==> src/design/bpf_pkg.sv <==
// Shared constants and types of the bone partition first-fit block.
package bpf_pkg;

  localparam int MAX_PARTITIONS      = 16;
  localparam int BONES_PER_PARTITION = 256;
  localparam int SLOTS_PER_VERTEX    = 4;
  localparam int VERTICES            = 3;
  localparam int TRI_SLOTS           = SLOTS_PER_VERTEX * VERTICES;
  localparam int PENDING_SLOTS       = SLOTS_PER_VERTEX * (VERTICES - 1);

  localparam int BONE_W  = 15;
  localparam int WEIGHT_W = 8;
  localparam int PART_W  = $clog2(MAX_PARTITIONS);
  localparam int SLOT_W  = $clog2(BONES_PER_PARTITION);
  localparam int CNT_W   = $clog2(BONES_PER_PARTITION + 1);
  localparam int OPEN_W  = $clog2(MAX_PARTITIONS + 1);
  localparam int TSLOT_W = $clog2(TRI_SLOTS);
  localparam int EXTRA_W = $clog2(TRI_SLOTS + 1);
  localparam int ADDR_W  = PART_W + SLOT_W;
  localparam int DEPTH   = MAX_PARTITIONS * BONES_PER_PARTITION;

  localparam int CFG_W    = 9;
  localparam int PADDR_W  = 3;
  localparam int PDATA_W  = 32;

  localparam logic [1:0] OP_PLACE  = 2'd0;
  localparam logic [1:0] OP_READ   = 2'd1;
  localparam logic [1:0] OP_CLEAR  = 2'd2;
  localparam logic [1:0] OP_UNUSED = 2'd3;

  localparam logic REG_MAX_BONES = 1'b0;
  localparam logic [CFG_W-1:0] MAX_BONES_RESET = CFG_W'(256);

  typedef struct packed {
    logic [1:0]                             op;
    logic [SLOTS_PER_VERTEX-1:0][BONE_W-1:0] bone;
    logic [SLOTS_PER_VERTEX-1:0]            weighted;
    logic                                   last_vertex;
    logic [PART_W-1:0]                      read_partition;
    logic [SLOT_W-1:0]                      read_slot;
  } item_t;

  typedef struct packed {
    logic [PART_W-1:0] partition;
    logic              opened_new;
    logic              place_error;
    logic [BONE_W-1:0] read_bone;
    logic [CNT_W-1:0]  bone_count;
    logic [OPEN_W-1:0] partitions_open;
  } result_t;

  typedef struct packed {
    logic              we;
    logic [ADDR_W-1:0] waddr;
    logic [BONE_W-1:0] wdata;
    logic              re;
    logic [ADDR_W-1:0] raddr;
  } ram_req_t;

endpackage

==> src/design/bpf_regs.sv <==
// APB-style configuration register holding the partition bone limit.
module bpf_regs (
  input  logic                        clk_i,
  input  logic                        rst_ni,
  input  logic                        psel,
  input  logic                        penable,
  input  logic                        pwrite,
  input  logic [bpf_pkg::PADDR_W-1:0] paddr,
  input  logic [bpf_pkg::PDATA_W-1:0] pwdata,
  output logic [bpf_pkg::PDATA_W-1:0] prdata,
  output logic                        pready,
  output logic [bpf_pkg::CFG_W-1:0]   max_bones_o
);

  logic [bpf_pkg::CFG_W-1:0] max_bones_q;
  logic                      sel_max;

  assign pready  = 1'b1;
  assign sel_max = (paddr[bpf_pkg::PADDR_W-1] == bpf_pkg::REG_MAX_BONES);

  always_ff @(posedge clk_i or negedge rst_ni) begin
    if (!rst_ni) begin
      max_bones_q <= bpf_pkg::MAX_BONES_RESET;
    end else if (psel && penable && pwrite && sel_max) begin
      max_bones_q <= pwdata[bpf_pkg::CFG_W-1:0];
    end
  end

  always_comb begin
    prdata = '0;
    if (sel_max) begin
      prdata = bpf_pkg::PDATA_W'(max_bones_q);
    end
  end

  assign max_bones_o = max_bones_q;

endmodule

==> config.mk <==
export PLATFORM = sky130hd
export DESIGN_NAME = bpf_regs
export DESIGN_NICKNAME = d
export VERILOG_FILES = /design/src/design/bpf_pkg.sv /design/src/design/bpf_regs.sv
export SDC_FILE = /design/constraint.sdc
export NUM_CORES = 1
export LEC_CHECK = 0
export BUFFER_PORTS_ARGS = -buffer_cell sky130_fd_sc_hd__buf_4
export CORE_MARGIN = 5
export CORE_UTILIZATION = 33
export CTS_CLUSTER_SIZE = 28
export DETAILED_ROUTE_END_ITERATION = 12
export MAX_ROUTING_LAYER = met4
export PLACE_DENSITY = 0.86
export SLEW_MARGIN = 20
export SYNTH_ARGS = -nofsm -noshare
export SYNTH_HDL_FRONTEND = slang
export SYNTH_SLANG_ARGS = --single-unit
==> constraint.sdc <==
create_clock -name clk_i -period 1.1 [get_ports clk_i]
set_input_delay 0.055 -clock clk_i [delete_from_list [all_inputs] [get_ports clk_i]]
set_output_delay 0.055 -clock clk_i [all_outputs]
set_load 0.1 [all_outputs]
==> summary.md <==
| Metric | Value |
|---|---|
| Status | `finished, violations left` |
| Violated checks | `setup timing` |
| Minimum clock period | `1250 ps` |
| Pwr/cell area | `2578 nW/µm²` |
| Met1 Routed Length | `448 µm` |
| Unrepaired setup endpoints after global routing | `true` |
| Worst EP required | `1040 ps` |
| Crit-path slowest cell | `dfstp_4` |
| CP Depth | `2` |
| Final core utilization | `56.99%` |
| Num CTS Buffers | `3` |
| Worst hold start | `pwdata[0]` |
| Worst hold path type | `input port to register` |
| Leak Pwr | `0.0004875 µW` |
| Tcrit/Tclk final | `113.7%` |
| Worst path cell trace | `and2b_4 > buf_12` |
| Wire length on met3 | `185 µm` |
| Layout area overhead | `60.93%` |
| Seq/Total Area, Yosys | `36.64%` |
| Final setup fails | `9` |
| Layout cells sized above 1 | `71.11%` |
| CP top delay family | `flip-flops` |
| First-pass GRT wire length | `1849 µm` |
| Buf+Inv Stages, Crit Path | `1` |
| Worst Path Arrival | `1200 ps` |
| Combined area of the multi-input logic cells | `305.3 µm²` |
| Fmax | `0.7998 GHz` |
| CTS clk-pin slew, worst paths | `60 ps` |
| # diodes | `0` |
| Max reg flops | `9` |
| Die width | `53.28 µm` |
| Crit start category | `register` |
| Met2 routed WL | `749 µm` |
| Worst reg2reg startpoint | `max_bones_o[8]` |
| Worst Hold End | `max_bones_o[0]` |
| Clock Skew | `0 ps` |
| Non-Filler Instances | `115` |
| Core area | `1745 µm²` |
| Peak VDD IR | `0.001404 V` |
| CTS tree | `built` |
| Max-cap violation count | `0` |
| Syn Area/Cell | `11.45 µm²` |
| Port bufs | `32` |
| Post-synthesis sequential element count | `9` |
| Total GRT Usage | `9.598%` |
| Clock Latency Late Sink | `250 ps` |
| Num Clock Sinks | `9` |
| Fin nets | `131` |
| Remaining DRCs | `0` |
| Clk buf depth | `2` |
| FF-to-FF path depth | `2` |
| Critical path type | `register to output port` |
| Pre-antenna DRT Iters | `2` |
| Total number of H-tree levels | `1` |
| Seq. cell area | `257.7 µm²` |
| Reg-to-reg critical path endpoint | `max_bones_o[8]` |
| Routed via count | `439` |
| Max incr delay on CP | `610 ps` |
| Synth warn | `0` |
| Die extent in y | `53.28 µm` |
| Power, Total | `2564 µW` |
| Final hold vios | `0` |
| GRT overflow | `0` |
| CTS root buf | `clkbuf_4` |
| RePlAce Congestion | `0.6749` |
| Area of the die | `2839 µm²` |
| Final WL | `1383 µm` |
| Detail Route Antenna Nets | `0` |
| Cell variety after synth | `7` |
| Number of global-route vias before repair | `430` |
| Pin count of the biggest net entering global routing | `11` |
| Min setup slack post-route | `-150.3 ps` |
| Num rows | `15` |
| Cells after Synth | `54` |
| Slew Viols, Final | `0` |
| DR iter-0 viols | `2` |
| Filler Cell Count | `157` |
| IO Count | `82` |
| Mapped Area | `618.1 µm²` |
| Antenna violations before repair | `0` |
| Routed len/inst | `12.03 µm` |
| Hold Worst Slack | `29.07 ps` |
| Max Fanout on Critical Path | `2` |
| Uppermost layer routed | `met3` |
| Cell count after placement | `109` |
| CP endpoint kind | `output port` |
| Initial Util | `35.41%` |
| Worst hold path depth | `2` |
| Vias per cell | `3.817` |
| R2R Setup Slk | `170 ps` |
==> stage by stage <==
stage | setup TNS, ps | cell area, µm² | setup WS, ps
2_1_floorplan | -203.4 | 743.2 | -136.8
6_report | -399.7 | 994.7 | -150.3
5_1_grt | -745.1 | 994.7 | -195.8
4_1_cts | -524.5 | 994.7 | -158.7
3_5_place_dp | 0 | 834.6 | 22.97
3_3_place_gp | 0 | 834.6 | 41.14
==> cells by family (layout without fill, tap and decap cells) <==
group | Yosys count | after routing | share of synthesized area [%]
flops | 9 | 9 | 36.64
other cells | 2 | 24 | 1.215
mux | 9 | 9 | 16.40
buf+inv | 24 | 38 | 29.15
simple gates | 10 | 10 | 16.60
==> report_power, final <==
group | internal [µW] | switching, µW | leakage [µW] | total, µW
clock network | 140 | 112 | 0.0000150 | 252
logic | 436 | 1370 | 0.000374 | 1810
registers | 454 | 53.3 | 0.0000986 | 507
total | 1030 | 1540 | 0.000487 | 2560
==> cell usage after synthesis <==
| cell type | instances | share of area [%] |
|---|---|---|
| dfrtp_1 | 8 | 32 |
| and2b_2 | 9 | 13 |
| nand4b_4 | 1 | 3.8 |
| dfstp_2 | 1 | 4.3 |
| conb_1 | 2 | 1.2 |
| buf_4 | 24 | 29 |
| mux2_2 | 9 | 16 |
==> worst max-delay path by stage <==
stage / startpoint / endpoint / slack (ps)
6_report: max_bones_o[8] / prdata[8] / -150
5_1_grt: max_bones_o[8] / prdata[8] / -200
4_1_cts: max_bones_o[8] / prdata[8] / -160
3_5_place_dp: max_bones_o[8] / prdata[8] / 20
3_3_place_gp: max_bones_o[8] / prdata[8] / 40
2_1_floorplan: max_bones_o[8] / prdata[8] / -140
==> layer usage <==
layer / up-vias / GRT usage (%)
li1: 197 / -
met1: 206 / 8.859
met2: 36 / 18.98
met3: 0 / 2.535
met4: 0 / 2.553
met5: - / -
==> worst reg2reg max path: cells and delay by family, from the launching register on <==
family | cells | cell delay (ps)
mux | 1 | 260
buf+inv | 1 | 140
flops | 1 | 460
==> repair_timing <==
| action | CTS | global route |
|---|---|---|
| gates resized for setup | 28 | 0 |
| buffers inserted | 1 | 0 |
| endpoints found under the setup margin | 10 | 9 |
| hold buffers | 1 | 0 |
| endpoints found under the hold margin | 9 | 0 |
==> cell usage in the layout, fill, tap and decap left out, drive strengths merged <==
master / instances
mux2: 9
buf: 33
conb: 24
clkbuf: 4
and2b: 9
nand4b: 1
dfrtp: 8
dfstp: 1
dlygate4sd3: 1
==> layout make-up <==
class	count	area share, %
multi-input combinational	43	30.69
sequential	9	25.91
tap	25	3.145
clock buffer	4	2.642
timing repair buffer	34	37.61
No activity file was read; power rests on OpenSTA's default activity.
