### src/design/bpf_pkg.sv
// Shared constants and types of the bone partition first-fit block.
package bpf_pkg;

  localparam int MAX_PARTITIONS      = 16;
  localparam int BONES_PER_PARTITION = 256;
  localparam int SLOTS_PER_VERTEX    = 4;
  localparam int VERTICES            = 3;
  localparam int TRI_SLOTS           = SLOTS_PER_VERTEX * VERTICES;
  localparam int PENDING_SLOTS       = SLOTS_PER_VERTEX * (VERTICES - 1);

  localparam int BONE_W  = 15;
  localparam int WEIGHT_W = 8;
  localparam int PART_W  = $clog2(MAX_PARTITIONS);
  localparam int SLOT_W  = $clog2(BONES_PER_PARTITION);
  localparam int CNT_W   = $clog2(BONES_PER_PARTITION + 1);
  localparam int OPEN_W  = $clog2(MAX_PARTITIONS + 1);
  localparam int TSLOT_W = $clog2(TRI_SLOTS);
  localparam int EXTRA_W = $clog2(TRI_SLOTS + 1);
  localparam int ADDR_W  = PART_W + SLOT_W;
  localparam int DEPTH   = MAX_PARTITIONS * BONES_PER_PARTITION;

  localparam int CFG_W    = 9;
  localparam int PADDR_W  = 3;
  localparam int PDATA_W  = 32;

  localparam logic [1:0] OP_PLACE  = 2'd0;
  localparam logic [1:0] OP_READ   = 2'd1;
  localparam logic [1:0] OP_CLEAR  = 2'd2;
  localparam logic [1:0] OP_UNUSED = 2'd3;

  localparam logic REG_MAX_BONES = 1'b0;
  localparam logic [CFG_W-1:0] MAX_BONES_RESET = CFG_W'(256);

  typedef struct packed {
    logic [1:0]                             op;
    logic [SLOTS_PER_VERTEX-1:0][BONE_W-1:0] bone;
    logic [SLOTS_PER_VERTEX-1:0]            weighted;
    logic                                   last_vertex;
    logic [PART_W-1:0]                      read_partition;
    logic [SLOT_W-1:0]                      read_slot;
  } item_t;

  typedef struct packed {
    logic [PART_W-1:0] partition;
    logic              opened_new;
    logic              place_error;
    logic [BONE_W-1:0] read_bone;
    logic [CNT_W-1:0]  bone_count;
    logic [OPEN_W-1:0] partitions_open;
  } result_t;

  typedef struct packed {
    logic              we;
    logic [ADDR_W-1:0] waddr;
    logic [BONE_W-1:0] wdata;
    logic              re;
    logic [ADDR_W-1:0] raddr;
  } ram_req_t;

endpackage

### src/design/bpf_core.sv
// Sequencer: buffers vertices, scans partitions in the bone store, appends bones, serves reads and clears.
module bpf_core (
  input  logic                      clk_i,
  input  logic                      rst_ni,
  input  logic                      in_valid_i,
  output logic                      in_ready_o,
  input  bpf_pkg::item_t            item_i,
  output logic                      out_valid_o,
  input  logic                      out_ready_i,
  output bpf_pkg::result_t          result_o,
  input  logic [bpf_pkg::CFG_W-1:0] max_bones_i,
  output bpf_pkg::ram_req_t         ram_req_o,
  input  logic [bpf_pkg::BONE_W-1:0] ram_rdata_i
);

  typedef enum logic [2:0] {
    ST_IDLE, ST_SCAN, ST_EVAL, ST_APPEND, ST_RD_WAIT, ST_RES
  } state_e;

  state_e state_q;
  logic [bpf_pkg::TRI_SLOTS-1:0][bpf_pkg::BONE_W-1:0]     tri_bone_q;
  logic [bpf_pkg::TRI_SLOTS-1:0]                          tri_valid_q;
  logic [bpf_pkg::TRI_SLOTS-1:0]                          present_q;
  logic [bpf_pkg::PENDING_SLOTS-1:0][bpf_pkg::BONE_W-1:0] pend_bone_q;
  logic [bpf_pkg::PENDING_SLOTS-1:0]                      pend_valid_q;
  logic [1:0]                                            vpos_q;
  logic [bpf_pkg::MAX_PARTITIONS-1:0][bpf_pkg::CNT_W-1:0] size_q;
  logic [bpf_pkg::OPEN_W-1:0]                            open_q;
  logic [bpf_pkg::PART_W-1:0]                            part_q;
  logic                                                  new_q;
  logic                                                  err_q;
  logic                                                  is_read_q;
  logic                                                  rd_ok_q;
  logic [bpf_pkg::BONE_W-1:0]                            rbone_q;
  logic [bpf_pkg::CNT_W-1:0]                             idx_q;
  logic                                                  pend_q;
  logic [bpf_pkg::TSLOT_W-1:0]                           slot_q;
  logic                                                  out_valid_q;
  bpf_pkg::result_t                                      result_q;
  bpf_pkg::result_t                                      result_d;

  logic [bpf_pkg::CNT_W-1:0]   sz;
  logic [bpf_pkg::CNT_W-1:0]   limit;
  logic [bpf_pkg::CNT_W-1:0]   room;
  logic [bpf_pkg::EXTRA_W-1:0] extra;
  logic [bpf_pkg::TRI_SLOTS-1:0] first;
  logic                        do_append;
  logic                        accept;

  assign sz         = size_q[part_q];
  assign in_ready_o = (state_q == ST_IDLE);
  assign accept     = in_valid_i && in_ready_o;

  always_comb begin
    limit = (max_bones_i > bpf_pkg::CFG_W'(bpf_pkg::BONES_PER_PARTITION)) ?
            bpf_pkg::CNT_W'(bpf_pkg::BONES_PER_PARTITION) : bpf_pkg::CNT_W'(max_bones_i);
    room  = (limit > sz) ? limit - sz : '0;
    extra = '0;
    for (int k = 0; k < bpf_pkg::TRI_SLOTS; k++) begin
      extra = extra + bpf_pkg::EXTRA_W'(tri_valid_q[k] && !present_q[k]);
    end
  end

  // A bone repeated within the triangle is appended only at its first slot.
  always_comb begin
    for (int i = 0; i < bpf_pkg::TRI_SLOTS; i++) begin
      first[i] = 1'b1;
      for (int j = 0; j < i; j++) begin
        if (tri_valid_q[j] && (tri_bone_q[j] == tri_bone_q[i])) begin
          first[i] = 1'b0;
        end
      end
    end
  end

  assign do_append = (state_q == ST_APPEND) && tri_valid_q[slot_q] &&
                     !present_q[slot_q] && first[slot_q];

  always_comb begin
    ram_req_o       = '0;
    ram_req_o.wdata = tri_bone_q[slot_q];
    ram_req_o.waddr = {part_q, sz[bpf_pkg::SLOT_W-1:0]};
    ram_req_o.we    = do_append;
    if (state_q == ST_IDLE) begin
      ram_req_o.raddr = {item_i.read_partition, item_i.read_slot};
      ram_req_o.re    = accept && (item_i.op == bpf_pkg::OP_READ);
    end else begin
      ram_req_o.raddr = {part_q, idx_q[bpf_pkg::SLOT_W-1:0]};
      ram_req_o.re    = (state_q == ST_SCAN) && (idx_q < sz);
    end
  end

  always_comb begin
    result_d = '0;
    result_d.partitions_open = open_q;
    if (is_read_q) begin
      result_d.read_bone  = rbone_q;
      result_d.bone_count = sz;
    end else if (err_q) begin
      result_d.place_error = 1'b1;
    end else begin
      result_d.partition  = part_q;
      result_d.opened_new = new_q;
      result_d.bone_count = sz;
    end
  end

  always_ff @(posedge clk_i or negedge rst_ni) begin
    if (!rst_ni) begin
      state_q      <= ST_IDLE;
      tri_bone_q   <= '0;
      tri_valid_q  <= '0;
      present_q    <= '0;
      pend_bone_q  <= '0;
      pend_valid_q <= '0;
      vpos_q       <= '0;
      size_q       <= '0;
      open_q       <= '0;
      part_q       <= '0;
      new_q        <= 1'b0;
      err_q        <= 1'b0;
      is_read_q    <= 1'b0;
      rd_ok_q      <= 1'b0;
      rbone_q      <= '0;
      idx_q        <= '0;
      pend_q       <= 1'b0;
      slot_q       <= '0;
      out_valid_q  <= 1'b0;
      result_q     <= '0;
    end else begin
      if (out_valid_q && out_ready_i && (state_q != ST_RES)) begin
        out_valid_q <= 1'b0;
      end
      case (state_q)
        ST_IDLE: begin
          if (accept) begin
            case (item_i.op)
              bpf_pkg::OP_CLEAR: begin
                size_q       <= '0;
                open_q       <= '0;
                pend_valid_q <= '0;
                vpos_q       <= '0;
              end
              bpf_pkg::OP_READ: begin
                part_q    <= item_i.read_partition;
                rd_ok_q   <= bpf_pkg::CNT_W'(item_i.read_slot) <
                             size_q[item_i.read_partition];
                is_read_q <= 1'b1;
                state_q   <= ST_RD_WAIT;
              end
              bpf_pkg::OP_PLACE: begin
                if (!item_i.last_vertex) begin
                  if (vpos_q < 2'(bpf_pkg::VERTICES - 1)) begin
                    for (int k = 0; k < bpf_pkg::SLOTS_PER_VERTEX; k++) begin
                      pend_bone_q[{vpos_q[0], 2'(k)}]  <= item_i.bone[k];
                      pend_valid_q[{vpos_q[0], 2'(k)}] <= item_i.weighted[k];
                    end
                    vpos_q <= vpos_q + 2'd1;
                  end
                end else begin
                  for (int k = 0; k < bpf_pkg::PENDING_SLOTS; k++) begin
                    tri_bone_q[k]  <= pend_bone_q[k];
                    tri_valid_q[k] <= pend_valid_q[k];
                  end
                  for (int k = 0; k < bpf_pkg::SLOTS_PER_VERTEX; k++) begin
                    tri_bone_q[bpf_pkg::PENDING_SLOTS + k]  <= item_i.bone[k];
                    tri_valid_q[bpf_pkg::PENDING_SLOTS + k] <= item_i.weighted[k];
                  end
                  pend_valid_q <= '0;
                  vpos_q       <= '0;
                  is_read_q    <= 1'b0;
                  err_q        <= 1'b0;
                  present_q    <= '0;
                  idx_q        <= '0;
                  pend_q       <= 1'b0;
                  part_q       <= '0;
                  if (open_q == '0) begin
                    new_q   <= 1'b1;
                    state_q <= ST_EVAL;
                  end else begin
                    new_q   <= 1'b0;
                    state_q <= ST_SCAN;
                  end
                end
              end
              default: begin
              end
            endcase
          end
        end
        ST_SCAN: begin
          if (pend_q) begin
            for (int k = 0; k < bpf_pkg::TRI_SLOTS; k++) begin
              if (ram_rdata_i == tri_bone_q[k]) begin
                present_q[k] <= 1'b1;
              end
            end
          end
          if (idx_q < sz) begin
            idx_q  <= idx_q + 1'b1;
            pend_q <= 1'b1;
          end else begin
            pend_q <= 1'b0;
            if (!pend_q) begin
              state_q <= ST_EVAL;
            end
          end
        end
        ST_EVAL: begin
          slot_q <= '0;
          if (extra == '0) begin
            if (new_q) begin
              open_q <= open_q + 1'b1;
            end
            state_q <= ST_RES;
          end else if (bpf_pkg::CNT_W'(extra) <= room) begin
            state_q <= ST_APPEND;
          end else if (new_q) begin
            err_q   <= 1'b1;
            state_q <= ST_RES;
          end else if (bpf_pkg::OPEN_W'(part_q) + 1'b1 < open_q) begin
            part_q    <= part_q + 1'b1;
            present_q <= '0;
            idx_q     <= '0;
            state_q   <= ST_SCAN;
          end else if (open_q < bpf_pkg::OPEN_W'(bpf_pkg::MAX_PARTITIONS)) begin
            // The next unopened partition is empty, so no scan is needed.
            part_q    <= open_q[bpf_pkg::PART_W-1:0];
            new_q     <= 1'b1;
            present_q <= '0;
          end else begin
            err_q   <= 1'b1;
            state_q <= ST_RES;
          end
        end
        ST_APPEND: begin
          if (do_append) begin
            size_q[part_q] <= sz + 1'b1;
          end
          if (slot_q == bpf_pkg::TSLOT_W'(bpf_pkg::TRI_SLOTS - 1)) begin
            if (new_q) begin
              open_q <= open_q + 1'b1;
            end
            state_q <= ST_RES;
          end else begin
            slot_q <= slot_q + 1'b1;
          end
        end
        ST_RD_WAIT: begin
          rbone_q <= rd_ok_q ? ram_rdata_i : '0;
          state_q <= ST_RES;
        end
        ST_RES: begin
          if (!out_valid_q || out_ready_i) begin
            out_valid_q <= 1'b1;
            result_q    <= result_d;
            state_q     <= ST_IDLE;
          end
        end
        default: begin
          state_q <= ST_IDLE;
        end
      endcase
    end
  end

  assign out_valid_o = out_valid_q;
  assign result_o    = result_q;

endmodule

### config.mk
export PLATFORM = sky130hd
export DESIGN_NAME = bpf_core
export DESIGN_NICKNAME = d
export VERILOG_FILES = /design/src/design/bpf_pkg.sv /design/src/design/bpf_core.sv
export SDC_FILE = /design/constraint.sdc
export NUM_CORES = 2
export LEC_CHECK = 0
export BUFFER_PORTS_ARGS = -buffer_cell sky130_fd_sc_hd__buf_2
export CAP_MARGIN = 20
export CORE_ASPECT_RATIO = 1.1
export CORE_MARGIN = 2
export CORE_UTILIZATION = 59
export DETAILED_ROUTE_END_ITERATION = 6
export GPL_TIMING_DRIVEN = 0
export PLACE_DENSITY = 0.77
export SLEW_MARGIN = 25
export SYNTH_ARGS = -nofsm -noshare
export SYNTH_HDL_FRONTEND = slang
export SYNTH_SLANG_ARGS = --single-unit
### constraint.sdc
create_clock -name clk_i -period 7.7 [get_ports clk_i]
set_clock_uncertainty 0.1 [all_clocks]
set_input_delay 1.155 -clock clk_i [delete_from_list [all_inputs] [get_ports clk_i]]
set_output_delay 1.155 -clock clk_i [all_outputs]
set_load 0.02 [all_outputs]
==> results.txt <==
The clock tree from TritonCTS is yes. The via count is approximately 42000. The maximum resistive drop on vdd is 0.3169 mV.

After synthesis, the mean cell area works out to ~9.4 um^2. The number of CTS-inserted buffers is just under 60. The relative area change from synthesis to final layout is 10.30%.

The final period demand of the worst path came out at around 7600 ps. The sort of element at the start of the critical path is a register. The total negative slack is 0 ps.

The final design utilization came out at 0.6586. The maximum fanout encountered on the critical timing path came out at 12. The register-to-register path setup slack came out at between 90 and 100 ps. The H-tree was split into 2 levels. The relative max-transition margin is 0.1877. The number of DRC violations after detailed-routing iteration 0 is ~8500. In the post-synthesis netlist, the biggest area contributors are dfrtp_1 (33%), xnor2_1 (23%), nand2_1 (7.5%). The sink count of the clock tree came out at 559.

The endpoint identified for the worst register-to-register timing path is present_q[5]$_DFFE_PN0P_. At the placement stage, the worst setup path has a slack of roughly 510 ps. Setup violations remaining at the end of the flow were counted as 0. The hold violation count in the final report came out at 0.

The number of cells on the worst reg-to-reg path is 25. The horizontal die dimension came out at 258.6 um. The number of antenna violations at the first check in global routing is 11. The leading cell type by number of instances after synthesis is xnor2_1. The number of filler cells placed in the layout came out at approximately 5400. The final routed wire length divided by cell count is ~39 um.

After global routing the overflow that remains totals 0. The count of final max-slew check failures came out at 0. The storage element area is 0.01399 mm^2. The most critical setup path has its endpoint at present_q[5]$_DFFE_PN0P_.

The pin count of the biggest net entering global routing is 97. The multi-input combinational cells in the finished layout cover a total of 0.02546 mm^2. Setup repair after global routing left no endpoint under its margin. The flow ran to the end, but the final reports show violations. In this run, synthesis produced a sequential element count of 559. The critical path is of the register to register type. The number of synthesis warnings came out at 0. The first-pass iteration count of the detailed router came out at 7. The area of the core came out at 0.07045 mm^2. The clock reaches the later pin of the worst-skew pair after 680 ps. The cell seen most often among critical-path stages is clkbuf_1. The number of ports placed on the die boundary came out at about 190. The number of input and output port buffers inserted is 168. The data arrival at the endpoint of the critical path is approximately 8100 ps. The detailed-route DRC error count is 1. The largest single stage delay on the critical path is approximately 820 ps.

The synthesized design spends more area on one cell type than any other, namely dfrtp_1. The number of nets in the layout is slightly below 5000. The clock root buffer master is clkbuf_16. The most used flip-flop cell after synthesis is dfrtp_1. Detailed placement finished with a half-perimeter wire length of ~150000 um.

Derived from the worst setup path, the maximum achievable clock frequency is 131.5 MHz. The post-synthesis cell count is 4461. The post-synth net total came out at 4621. The post-synthesis cell area came out at 0.04206 mm^2. The placer's final routability congestion estimate is between 1 and 1.5. The initial cell density of the core came out at 0.5971. The via count of the first global-routing pass is 39660. For this design, the CTS-stage hold fixing added 0 buffers. The instance count on the critical path is 25. The fraction of registers with async set or reset after synthesis is 1.000.

The final reports fail on DRC. The share of synthesized area in the top cell type comes to 0.3326. Broken down by cell family, the worst path's largest delay share belongs to compound AO/OA/AOI/OAI gates.

The number of library cell types mapped by synthesis is 70. The commonest cells after synthesis are xnor2_1 (1119), nand2_1 (844), dfrtp_1 (559), clkbuf_1 (301), nand4_1 (300). The critical path data required time came out at 8190 ps. Clock-pin slew was measured on the worst setup and hold paths at around 70 ps. In this run the core area contains 102 standard-cell rows. The most critical setup path has its startpoint at part_q[1]$_DFFE_PN0P_. Together, buffers and inverters on the worst path number 4. The path class of the tightest hold or removal check is input pin to async pin. The clock passes through at most 3 buffers. The static leakage power is 18.52 nW. The die area came out at 0.07345 mm^2.

The final clock period utilization by the worst path came out at 0.9877. The number of synthesized flops with an enable pin is 0. On the final layout, the worst hold slack is 306.6 ps. For the pin with the worst max-slew slack, the measured transition is 1219 ps.

After detailed routing, the number of vias per cell comes to 7.309. Across the run, the number of max-cap violations was 0. The remaining number of nets flagged by the antenna check after routing is 0. The total track usage is 0.5927. The aggregate routed wire length came out at 221100 um.

STA classifies the critical path endpoint as a register. The power density over the cells is slightly above 400 mW/mm^2. The slowest cell on the critical path is a2111oi_0. The sequential cell area fraction in the yosys report came out at 0.3326.

The launch instance of the worst register-to-register path is part_q[1]$_DFFE_PN0P_. The y dimension of the die came out at 284.0 um. The smallest setup slack after layout came out at roughly 94 ps.

The global-route wire length before repair came out at 303300 um. The fraction of layout cells with a size suffix above 1 is 0.1705.
[report_power, final]
group	internal [mW]	total, mW	switching, mW	leakage [nW]
clock network	1.75	3.11	1.36	1.00
logic	3.99	11.4	7.44	9.97
registers	3.66	4.18	0.516	7.55
total	9.40	18.7	9.31	18.5
[sequential cells by signal, summed over array words and instances, names as in the netlist]
name,flops
tri_bone_q,180
size_q,144
pend_bone_q,120
result_o,35
rbone_q,15
present_q,12
tri_valid_q,12
idx_q,9
pend_valid_q,8
open_q,5
part_q,4
slot_q,4
state_q,3
vpos_q,2
err_q,1
is_read_q,1
new_q,1
out_valid_o,1
pend_q,1
rd_ok_q,1
[metal layers]
metal	up-vias	track usage	part of all wire
met2	4651	0.7852	0.38
met5	-	0.02646	0.0016
met1	19910	0.7240	0.33
li1	15420	-	-
met4	12	0.4379	0.10
met3	1617	0.3093	0.18
[per-stage QoR]
stage	total power [mW]	cell area, um^2	std cells
finish	18.71	46390	5692
detailed placement	14.73	44280	5572
floorplan	11.12	42060	4461
global route	18.92	46370	5683
CTS	17.84	46320	5680
global placement	14.59	44070	5565
[cell usage in the layout (no fill, tap or decap), types with 9 or more instances in the layout]
cell,instances
mux2i_1,160
nand2b_1,15
nor2b_1,29
buf_1,31
clkinv_2,9
and4_1,10
a21o_1,13
o21a_1,17
xnor2_1,1119
ha_1,45
a32o_1,10
a2111oi_0,12
buf_4,22
nand4_1,300
nor3_1,14
clkbuf_8,11
nor2_1,37
dfrtp_1,559
clkbuf_16,58
o21ai_0,70
nor4_1,88
nand3_1,19
clkbuf_2,11
inv_1,44
diode_2,11
a22o_1,17
a21oi_1,28
and3_1,14
buf_2,374
mux4_2,137
mux2_2,131
nand2_1,844
xor2_1,61
o2bb2ai_1,15
clkbuf_1,302
[logic make-up after synthesis]
kind of cell	share of synthesized area
adder cells (fa/ha/maj)	0.01719
XOR/XNOR	0.2472
flip-flops	0.3326
multiplexers	0.1468
AO/OA/AOI/OAI	0.03793
AND/OR/NAND/NOR	0.1551
buffers and inverters	0.06318
[final cells by class]
| class | count | share of cell area |
|---|---|---|
| inverter | 50 | 0.004045 |
| antenna | 11 | 0.0005933 |
| multi-input combinational | 3288 | 0.5488 |
| timing repair buffer | 176 | 0.02225 |
| clock buffer | 79 | 0.03536 |
| clock inverter | 29 | 0.008630 |
| tap | 936 | 0.02524 |
| sequential | 559 | 0.3015 |
| buffer | 564 | 0.05359 |
[worst min path at each step]
stage / startpoint / to / slack (ps) / depth (start not counted)
2_1_floorplan: pend_bone_q[0]$_DFFE_PN0P_ / tri_bone_q[0]$_DFFE_PN0P_ / 330 / 2
3_3_place_gp: pend_bone_q[36]$_DFFE_PN0P_ / tri_bone_q[36]$_DFFE_PN0P_ / 340 / 2
3_5_place_dp: pend_bone_q[48]$_DFFE_PN0P_ / tri_bone_q[48]$_DFFE_PN0P_ / 350 / 2
4_1_cts: rst_ni / result_o[24]$_DFFE_PN0P_ / 300 / 1
5_1_grt: rst_ni / result_o[24]$_DFFE_PN0P_ / 330 / 1
6_report: rst_ni / result_o[21]$_DFFE_PN0P_ / 310 / 1
[repair_timing]
item,CTS,global route
gates resized for setup,0,1
setup buffers,0,0
endpoints found under the setup margin,0,1
Note: power is estimated with default switching activity, not from simulation.
